$ cat src/rtl/fes_pkg.sv
package fes_pkg;

    localparam int unsigned WORD_W  = 32;
    localparam int unsigned FRAC_W  = 23;
    localparam int unsigned EXP_W   = 8;
    localparam int unsigned SCALE_W = 16;
    localparam int unsigned LZ_W    = 5;
    // wide enough for biased exponent plus any scale amount
    localparam int unsigned SUM_W   = 17;

    localparam logic [EXP_W-1:0] EXP_MAX = 8'hff;

    typedef logic [WORD_W-1:0]         t_word;
    typedef logic signed [SCALE_W-1:0] t_scale;

    typedef enum logic [1:0] {
        CLS_ZERO   = 2'd0,
        CLS_FINITE = 2'd1,
        CLS_INF    = 2'd2,
        CLS_NAN    = 2'd3
    } t_class;

    // leading zeros of the fraction field, counted from bit 22
    function automatic logic [LZ_W-1:0] lead_zeros(input logic [FRAC_W-1:0] f);
        logic [LZ_W-1:0] n;
        logic            found;
        n     = '0;
        found = 1'b0;
        for (int i = FRAC_W - 1; i >= 0; i--) begin
            if (!found) begin
                if (f[i]) begin
                    found = 1'b1;
                end else begin
                    n = n + 1'b1;
                end
            end
        end
        return n;
    endfunction

endpackage

$ cat src/rtl/fes_if.sv
interface fes_in_if;
    logic            valid;
    logic            ready;
    fes_pkg::t_word  value_bits;
    fes_pkg::t_scale scale_amount;

    modport source (output valid, output value_bits, output scale_amount, input ready);
    modport sink   (input valid, input value_bits, input scale_amount, output ready);
endinterface

interface fes_out_if;
    logic            valid;
    logic            ready;
    fes_pkg::t_word  result_bits;
    fes_pkg::t_class result_class;

    modport source (output valid, output result_bits, output result_class, input ready);
    modport sink   (input valid, input result_bits, input result_class, output ready);
endinterface

$ cat src/rtl/float32_exponent_scale_top.sv
// channel   | dir | word
// ----------+-----+---------------------------------------------
// i_in_ch   | in  | value_bits[31:0], scale_amount[15:0] signed
// o_out_ch  | out | result_bits[31:0], result_class[1:0]
//
// three register stages: classify and leading-zero count, normalize and
// exponent add, saturate and pack. one word per cycle while o_out_ch does not stall.
// each stage moves when it is empty or the stage after it moves, so a stall
// on o_out_ch backs up stage by stage with nothing dropped or repeated.
// i_rst_n (synchronous, active low) clears the stage valid bits only.
module float32_exponent_scale_top (
    input  logic i_clk,
    input  logic i_rst_n,
    fes_in_if.sink    i_in_ch,
    fes_out_if.source o_out_ch
);
    import fes_pkg::*;

    // stage enables
    logic en1, en2, en3;

    // stage 1: classify
    logic                r1_valid;
    t_word               r1_word;
    t_scale              r1_scale;
    logic                r1_special;
    t_class              r1_cls;
    logic                r1_sub;
    logic [LZ_W-1:0]     r1_lz;

    // stage 2: normalize and add
    logic                r2_valid;
    logic                r2_sign;
    t_word               r2_word;
    logic                r2_special;
    t_class              r2_cls;
    logic [FRAC_W-1:0]   r2_frac;
    logic signed [SUM_W-1:0] r2_newexp;

    // stage 3: output register
    logic                r3_valid;
    t_word               r3_res;
    t_class              r3_cls;

    logic [EXP_W-1:0]    s1_exp;
    logic [FRAC_W-1:0]   s1_frac;
    logic                n1_special;
    t_class              n1_cls;

    logic [FRAC_W:0]     s2_shifted;
    logic signed [EXP_W:0] s2_exp;
    logic signed [SUM_W-1:0] n2_newexp;
    logic [FRAC_W-1:0]   n2_frac;

    t_word               n3_res;
    t_class              n3_cls;

    assign en3 = !r3_valid || o_out_ch.ready;
    assign en2 = !r2_valid || en3;
    assign en1 = !r1_valid || en2;
    assign i_in_ch.ready = en1;

    assign s1_exp  = i_in_ch.value_bits[WORD_W-2:FRAC_W];
    assign s1_frac = i_in_ch.value_bits[FRAC_W-1:0];

    always_comb begin
        n1_special = 1'b1;
        n1_cls     = CLS_FINITE;
        if (s1_exp == EXP_MAX) begin
            n1_cls = (s1_frac != '0) ? CLS_NAN : CLS_INF;
        end else if (i_in_ch.value_bits[WORD_W-2:0] == '0) begin
            n1_cls = CLS_ZERO;
        end else begin
            n1_special = 1'b0;
        end
    end

    always_ff @(posedge i_clk) begin
        if (!i_rst_n) begin
            r1_valid <= 1'b0;
        end else if (en1) begin
            r1_valid <= i_in_ch.valid;
        end
        if (en1) begin
            r1_word    <= i_in_ch.value_bits;
            r1_scale   <= i_in_ch.scale_amount;
            r1_special <= n1_special;
            r1_cls     <= n1_cls;
            r1_sub     <= (s1_exp == '0);
            r1_lz      <= lead_zeros(s1_frac);
        end
    end

    // subnormal: shift until the hidden bit sits at bit 23, exponent is -lz
    assign s2_shifted = {r1_word[FRAC_W-1:0], 1'b0} << r1_lz;

    always_comb begin
        if (r1_sub) begin
            s2_exp  = -$signed({{(EXP_W + 1 - LZ_W){1'b0}}, r1_lz});
            n2_frac = s2_shifted[FRAC_W-1:0];
        end else begin
            s2_exp  = $signed({1'b0, r1_word[WORD_W-2:FRAC_W]});
            n2_frac = r1_word[FRAC_W-1:0];
        end
        n2_newexp = {{(SUM_W - EXP_W - 1){s2_exp[EXP_W]}}, s2_exp}
                  + {{(SUM_W - SCALE_W){r1_scale[SCALE_W-1]}}, r1_scale};
    end

    always_ff @(posedge i_clk) begin
        if (!i_rst_n) begin
            r2_valid <= 1'b0;
        end else if (en2) begin
            r2_valid <= r1_valid;
        end
        if (en2) begin
            r2_sign    <= r1_word[WORD_W-1];
            r2_word    <= r1_word;
            r2_special <= r1_special;
            r2_cls     <= r1_cls;
            r2_frac    <= n2_frac;
            r2_newexp  <= n2_newexp;
        end
    end

    always_comb begin
        if (r2_special) begin
            n3_res = r2_word;
            n3_cls = r2_cls;
        end else if (r2_newexp >= $signed({{(SUM_W - EXP_W){1'b0}}, EXP_MAX})) begin
            n3_res = {r2_sign, EXP_MAX, {FRAC_W{1'b0}}};
            n3_cls = CLS_INF;
        end else if (r2_newexp <= $signed({SUM_W{1'b0}})) begin
            n3_res = {r2_sign, {(WORD_W - 1){1'b0}}};
            n3_cls = CLS_ZERO;
        end else begin
            n3_res = {r2_sign, r2_newexp[EXP_W-1:0], r2_frac};
            n3_cls = CLS_FINITE;
        end
    end

    always_ff @(posedge i_clk) begin
        if (!i_rst_n) begin
            r3_valid <= 1'b0;
        end else if (en3) begin
            r3_valid <= r2_valid;
        end
        if (en3) begin
            r3_res <= n3_res;
            r3_cls <= n3_cls;
        end
    end

    assign o_out_ch.valid        = r3_valid;
    assign o_out_ch.result_bits  = r3_res;
    assign o_out_ch.result_class = r3_cls;

    a_reset_empty: assert property (@(posedge i_clk)
        !i_rst_n |=> !o_out_ch.valid)
        else $error("output valid right after reset");

    a_finite_exp: assert property (@(posedge i_clk) disable iff (!i_rst_n)
        (o_out_ch.valid && o_out_ch.result_class == CLS_FINITE) |->
        (o_out_ch.result_bits[WORD_W-2:FRAC_W] != '0
         && o_out_ch.result_bits[WORD_W-2:FRAC_W] != EXP_MAX))
        else $error("finite word with reserved exponent");

    a_zero_word: assert property (@(posedge i_clk) disable iff (!i_rst_n)
        (o_out_ch.valid && o_out_ch.result_class == CLS_ZERO) |->
        o_out_ch.result_bits[WORD_W-2:0] == '0)
        else $error("zero class with nonzero magnitude");

    a_inf_nan_exp: assert property (@(posedge i_clk) disable iff (!i_rst_n)
        (o_out_ch.valid && (o_out_ch.result_class == CLS_INF
                            || o_out_ch.result_class == CLS_NAN)) |->
        (o_out_ch.result_bits[WORD_W-2:FRAC_W] == EXP_MAX
         && ((o_out_ch.result_bits[FRAC_W-1:0] != '0)
             == (o_out_ch.result_class == CLS_NAN))))
        else $error("infinity or nan class with wrong encoding");

    a_stage_flow: assert property (@(posedge i_clk) disable iff (!i_rst_n)
        (r2_valid && !en3) |=> (r3_valid && $stable(r3_res)))
        else $error("stalled output word changed");

endmodule
$ cat src/flat_wrapper.sv
// flat-port wrapper written by rule: the top's interface ports become plain ports
module float32_exponent_scale_top_flat import fes_pkg::*;
  (i_clk, i_rst_n, i_in_ch_valid, i_in_ch_value_bits, i_in_ch_scale_amount, i_in_ch_ready, o_out_ch_valid, o_out_ch_result_bits, o_out_ch_result_class, o_out_ch_ready);
  fes_in_if i_in_ch_i ();
  fes_out_if o_out_ch_i ();
  input  logic i_clk;
  input  logic i_rst_n;
  input wire logic [$bits(i_in_ch_i.valid)-1:0] i_in_ch_valid;
  input wire logic [$bits(i_in_ch_i.value_bits)-1:0] i_in_ch_value_bits;
  input wire logic [$bits(i_in_ch_i.scale_amount)-1:0] i_in_ch_scale_amount;
  output wire logic [$bits(i_in_ch_i.ready)-1:0] i_in_ch_ready;
  output wire logic [$bits(o_out_ch_i.valid)-1:0] o_out_ch_valid;
  output wire logic [$bits(o_out_ch_i.result_bits)-1:0] o_out_ch_result_bits;
  output wire logic [$bits(o_out_ch_i.result_class)-1:0] o_out_ch_result_class;
  input wire logic [$bits(o_out_ch_i.ready)-1:0] o_out_ch_ready;
  assign i_in_ch_i.valid = i_in_ch_valid;
  assign i_in_ch_i.value_bits = i_in_ch_value_bits;
  assign i_in_ch_i.scale_amount = i_in_ch_scale_amount;
  assign i_in_ch_ready = i_in_ch_i.ready;
  assign o_out_ch_valid = o_out_ch_i.valid;
  assign o_out_ch_result_bits = o_out_ch_i.result_bits;
  assign o_out_ch_result_class = o_out_ch_i.result_class;
  assign o_out_ch_i.ready = o_out_ch_ready;
  float32_exponent_scale_top u_core (.i_clk(i_clk), .i_rst_n(i_rst_n), .i_in_ch(i_in_ch_i), .o_out_ch(o_out_ch_i));
endmodule
$ cat config.mk
export PLATFORM = sky130hd
export DESIGN_NAME = float32_exponent_scale_top_flat
export DESIGN_NICKNAME = d
export VERILOG_FILES = /design/src/rtl/fes_pkg.sv /design/src/rtl/fes_if.sv /design/src/rtl/float32_exponent_scale_top.sv /design/src/flat_wrapper.sv
export SDC_FILE = /design/constraint.sdc
export NUM_CORES = 1
export LEC_CHECK = 0
export BUFFER_PORTS_ARGS = -buffer_cell sky130_fd_sc_hd__buf_2
export CORE_MARGIN = 2
export CORE_UTILIZATION = 50
export CTS_BUF_LIST = sky130_fd_sc_hd__clkbuf_8
export CTS_CLUSTER_DIAMETER = 40
export DETAILED_ROUTE_END_ITERATION = 16
export PLACE_DENSITY_LB_ADDON = 0.15
export SYNTH_ARGS = -nofsm -noshare
export SYNTH_HDL_FRONTEND = slang
export SYNTH_SLANG_ARGS = --single-unit
$ cat constraint.sdc
create_clock -name i_clk -period 10.9 [get_ports i_clk]
set_input_delay 2.725 -clock i_clk [delete_from_list [all_inputs] [get_ports i_clk]]
set_output_delay 2.725 -clock i_clk [all_outputs]
set_load 0.005 [all_outputs]
---- Yosys cells after proc, flatten, opt, wreduce, memory -nomap -nowiden ----
Index checks and enable logic that the tools add are counted.
operators by class
  $add $sub $neg .......................... 24
  order comparisons ....................... 2
  equal/unequal tests ..................... 1
  shifts and indexed selects .............. 1
  mux-type cells .......................... 144
  reduce and logical (&&, ||, !) cells .... 9
operators by type and width
  operator                                                                               count
  5-bit two-way mux                                                                      66
  5-bit by 1-bit adder with 5-bit output (second input constant)                         22
  1-bit two-way mux                                                                      70
  31-bit two-way mux                                                                     2
  32-bit two-way mux                                                                     1
  31-bit logical NOT                                                                     1
  24-bit by 5-bit << shifter with 23-bit output                                          1
  23-bit two-way mux                                                                     1
  23-bit nonzero test                                                                    1
  9-bit by 16-bit adder with 17-bit output                                               1
  17-bit by 9-bit greater-or-equal comparator with 1-bit output (second input constant)  1
  17-bit by 1-bit <= comparator with 1-bit output (second input constant)                1
  9-bit two-way mux                                                                      1
  5-bit negator with 9-bit output                                                        1
  8-bit equality test (second input constant)                                            1
  8-bit logical NOT                                                                      1
  2-bit two-way mux                                                                      3
  1-bit logical NOT                                                                      3
  1-bit logical OR                                                                       3
storage, ports and cells
  register bits after elaboration ......... 170
  bits of input ports ..................... 52
  output and inout bits ................... 36
  logic and storage cells ................. 198

---- Longest topological paths before layout ----
  word-level depth ........................ 92
  depth in mapped cells ................... 53
  depth with buffers taken out ............ 53

---- Least setup slack after synthesis ----
Ideal clock, no wire load.
  kind .................................... input to register
  start ................................... input port i_in_ch_value_bits[19]
  end ..................................... register u_core.r1_lz[4], data pin
  setup time .............................. 268 ps
  arrival ................................. 11294 ps
  data required time ...................... 10632 ps
  setup slack ............................. -661 ps
  cell stages on the path ................. 48
  buffers on the path ..................... 0
  cells stage by stage .................... nor4_4 -> nor3_1 -> ha_1 -> xnor2_1 -> nor2_1 -> a211o_1 -> a21oi_1 -> ha_1 -> nor2_1 -> a211oi_1 -> o21ai_0 -> ha_1 -> mux2i_1 -> o21ai_0 -> inv_1 -> ha_1 -> a221oi_1 -> a211oi_1 -> (+12 left out) -> ha_1 -> nor2_1 -> nor2_1 -> nor2_1 -> ha_1 -> nor3b_1 -> a21oi_1 -> ha_1 -> mux2i_1 -> a21o_1 -> inv_1 -> ha_1 -> nor2b_1 -> maj3_2 -> a2111oi_2 -> o21bai_1 -> a31oi_1 -> xnor3_1
between the ends
  longest elaborated chain between the ends .. 78
  elaborated cells between the ends (all ways) .. 117
  those cells by class .................... add/sub: 19; mux: 98
ends and longest elaborated chain
  element                                 line                              source
  start, declared                         flat_wrapper.sv:9                 input wire logic [$bits(i_in_ch_i.value_bits)-1:0] i_in_ch_value_bits;
  5-bit two-way mux                       fes_pkg.sv:31                     if (f[i]) begin
  5-bit two-way mux                       fes_pkg.sv:30                     if (!found) begin
  5-bit two-way mux                       float32_exponent_scale_top.sv:84  if (en1) begin
  5-bit by 1-bit adder with 5-bit output  fes_pkg.sv:34                     n = n + 1'b1;
  5-bit two-way mux                       fes_pkg.sv:31
  5-bit two-way mux                       fes_pkg.sv:30
  5-bit two-way mux                       float32_exponent_scale_top.sv:84
  5-bit by 1-bit adder with 5-bit output  fes_pkg.sv:34
  (+62 left out)                          --
  5-bit two-way mux                       float32_exponent_scale_top.sv:84
  5-bit by 1-bit adder with 5-bit output  fes_pkg.sv:34
  5-bit two-way mux                       fes_pkg.sv:31
  5-bit two-way mux                       fes_pkg.sv:30
  5-bit two-way mux                       float32_exponent_scale_top.sv:84
  5-bit by 1-bit adder with 5-bit output  fes_pkg.sv:34
  5-bit two-way mux                       fes_pkg.sv:31
  5-bit two-way mux *                     fes_pkg.sv:30
  end signal, assigned                    float32_exponent_scale_top.sv:90  r1_lz <= lead_zeros(s1_frac);
  end, declared                           float32_exponent_scale_top.sv:29  logic [LZ_W-1:0] r1_lz;
Mark *: on every way between the ends. The rest lies on a longest branch, timed or not. The select of a mux whose other input is x is not followed.
A chain may end at the register's enable or synchronous reset.

---- Worst setup path in the final report ----
  start ................................... input port i_in_ch_value_bits[21]
  end ..................................... register u_core.r1_lz[4], data pin
between the ends
  longest elaborated chain between the ends .. 86
  elaborated cells between the ends (all ways) .. 129
  those cells by class .................... add/sub: 21; mux: 108
ends and longest elaborated chain
  element                                 line
  5-bit two-way mux                       fes_pkg.sv:31
  5-bit two-way mux                       fes_pkg.sv:30
  5-bit two-way mux                       float32_exponent_scale_top.sv:84
  5-bit by 1-bit adder with 5-bit output  fes_pkg.sv:34
  5-bit two-way mux                       fes_pkg.sv:31
  5-bit two-way mux                       fes_pkg.sv:30
  5-bit two-way mux                       float32_exponent_scale_top.sv:84
  5-bit by 1-bit adder with 5-bit output  fes_pkg.sv:34
  (+70 left out)                          --
  5-bit two-way mux                       float32_exponent_scale_top.sv:84
  5-bit by 1-bit adder with 5-bit output  fes_pkg.sv:34
  5-bit two-way mux                       fes_pkg.sv:31
  5-bit two-way mux                       fes_pkg.sv:30
  5-bit two-way mux                       float32_exponent_scale_top.sv:84
  5-bit by 1-bit adder with 5-bit output  fes_pkg.sv:34
  5-bit two-way mux                       fes_pkg.sv:31
  5-bit two-way mux *                     fes_pkg.sv:30
Marks and branches as above.

==> flow_metrics.tcl <==
set metrics [dict create \
    grt_antenna_before_repair 0 \
    hp-class "reg -> reg" \
    worstPathArrival_ns 10.96 \
    dp_cells 1252 \
    cp.required_ns 11.11 \
    netlist_top_cells_count "edfxtp_1, nor2_1, nand2_1" \
    cap_violations 0 \
    hold_viol_final 0 \
    timing.final.crit_share 0.986 \
    syn_avg_cell_area_um2 11.2 \
    peakVddDrop_v 0.0000696 \
    areaGrowthSynthToFinish_pct 15.5 \
    wire_per_inst_um 16.5 \
    fmax_mhz 93.0 \
    synth_fa_ha_area_frac 0.0533 \
    drive_gt1_frac 0.243 \
    synth_top_area_share 0.498 \
    finalSetupViolations 0 \
    crit_path_max_fanout 4 \
    worstHoldStart "u_core.r1_special$_SDFFCE_PP1P_" \
    run_status "finished, final reports clean" \
    synth_compound_area_frac 0.151 \
    gp_congestion 0.941 \
    syn_area_um2 10000 \
    synth_seq_cells 169 \
    die_h_um 146 \
    cts_buffer_depth 2 \
    die_x_um 146 \
    synthXorXnorAreaFrac 0.0585 \
    ys_warn_count 0 \
    cpMostUsedCell "ha_1" \
    core.rowCount 51 \
    cp_slowest_cell "ha_1" \
    antenna_left 0 \
    ff2ff_setup_slack_ns 6.45 \
    cts_htree_levels 4 \
    slowest_delay_ns 0.32 \
    yosysMostFrequentCell "edfxtp_1" \
    placement.io_buffers 87 \
    ioPinCount 88 \
    power_density_nw_per_um2 120 \
    async_reset_ff_frac 0 \
    final_cells 1290 \
    slew_headroom 0.380 \
    cts.sinks 169 \
    synthMuxAreaShare 0.0570 \
    worstSetupPathType "in -> reg" \
    synthFlopType "edfxtp_1" \
    cts_tree "yes" \
    synth_top_family_by_area "compound AO/OA/AOI/OAI gates" \
    synth_area_leaders "edfxtp_1, ha_1, mux2i_1" \
    grt_pass1_vias 6655 \
    clk_latency_ns 0.47 \
    cts_root_buffer "clkbuf_8" \
    vias 7166 \
    synth_seq_area_share 0.504 \
    finalInstanceArea_um2 11600 \
    cts_hold_buf 0 \
    min_period_ns 10.75 \
    path_clk_slew_ns 0.09 \
    cts_made_buffers 17 \
    final-max-slew-violation-count 0 \
    synth_cells 893 \
    diodes 0 \
    firstDrtPassIters 5 \
    start_kind "input pin" \
    dp_hpwl_mm 15.6 \
    nNetsFinal 1102 \
    overflow 0 \
    yosysTopAreaCell "edfxtp_1" \
    hold_depth 0 \
    drt_iter0_markers 459 \
    fin_skew_ns 0.0165 \
    cp-startpoint "i_in_ch_value_bits[21]" \
    dieArea_um2 21200 \
    grt_max_degree 76 \
    worst_pin_slew_ns 0.930 \
    yosysUniqueCellTypes 81 \
    core_um2 19600 \
    r2r_cells 18 \
    start_util 0.511 \
    power_leakage_uw 0.00463 \
    synth_edf_count 166 \
    placed_area_um2 11000 \
    grt_pass1_wl_mm 34.4 \
    syn-num-nets 983 \
    vias_per_cell 5.56 \
    rsz0062_at_grt "yes" \
    synthSimpleGateAreaFrac 0.142 \
    post-route-drc-count 0 \
    wl_mm 21.3 \
    end_kind "flip-flop" \
    r2r_start "u_core.r1_lz[0]$_DFFE_PP_" \
    grt_util_all_layers 0.202 \
]
state kept, by name, summed over array words and instances, names as in the netlist, 2 cells and up:
name,count
u_core.o_out_ch.result_class,2
u_core.r1_cls,2
u_core.r2_cls,2
u_core.r1_word,32
u_core.o_out_ch.result_bits,32
u_core.r2_newexp,17
u_core.r1_lz,5
u_core.r1_scale,16
u_core.r2_word,32
u_core.r2_frac,23
final timing paths:
path,end
max,u_core.r1_lz[4]$_DFFE_PP_
min,u_core.r2_special$_DFFE_PP_
max reg2reg,u_core.r2_newexp[14]$_DFFE_PP_
min reg2reg,u_core.r2_special$_DFFE_PP_
cell type report:
cell class / count / area (µm²)
flip-flops and latches: 169 / 5040
multi-input cells: 638 / 4780
inverters: 44 / 165
clock buffers: 17 / 234
clock inverters: 15 / 156
repair buffers: 142 / 857
fillers: 1690 / 8020
well taps: 265 / 332
metrics by stage:
stage | power [µW] | worst slack, ns | utilization | TNS, ns | hold slack [ns]
global placement | 963 | -0.172 | 0.562 | -0.172 | 0.401
finish | 1390 | 0.147 | 0.591 | 0 | 0.425
detailed placement | 965 | -0.458 | 0.562 | -0.550 | 0.405
floorplan | 895 | -0.0904 | - | -0.0904 | 0.400
global route | 1440 | -0.502 | 0.591 | -0.580 | 0.434
CTS | 1390 | 0.0130 | 0.582 | 0 | 0.427
cells in the final DEF, fill, tap and decap left out, types with 7 or more instances in the layout:
master	n
edfxtp_1	166
buf_2	85
nor2_1	66
nand2_1	65
buf_4	56
a21oi_1	47
inv_1	42
o21ai_0	36
xnor2_1	33
ha_1	33
mux2i_1	30
a22o_1	25
nor2b_1	24
nor3_1	19
clkbuf_8	17
xor2_1	15
o22ai_1	14
mux2_2	12
a211oi_1	11
nand2b_1	11
o21a_1	9
o31ai_1	9
nand4_1	8
a31oi_1	8
nor4_1	7
o21ai_1	7
a21o_1	7
o221ai_1	7
where the power goes:
part | internal [µW] | switching [µW]
clock | 172 | 253
combinational | 88.7 | 103
sequential | 750 | 20.5
total | 1010 | 377
worst max-delay path: cells and delay by family:
kind / cells / cell delay, ns
xor gates and xnor gates: 2 / 0.41
muxes: 4 / 0.54
buffers and inverters: 4 / 0.37
AOI/OAI and AO/OA: 19 / 2.77
and+or+nand+nor: 12 / 1.34
adders and majority gates: 11 / 2.80
timing repair:
action,4_1_cts,5_1_grt
buffers inserted,0,6
setup endpoints to repair,1,3
pin swaps,0,24
gates resized for setup,1,28
kinds of logic (layout without fill, tap and decap cells):
kind of cell | after synthesis | count (layout)
DFF | 169 | 169
buffers and inverters | 86 | 218
and+or+nand+nor | 266 | 266
muxes | 49 | 49
AOI/OAI and AO/OA | 224 | 224
adders and majority gates | 43 | 43
xor gates and xnor gates | 56 | 56
routing by layer:
layer	track usage	part of all wire
met1	0.291	0.48
met2	0.318	0.46
met3	0.0301	0.040
met4	0.0603	0.015
met5	0	0
(Power assumes the default switching activity.)
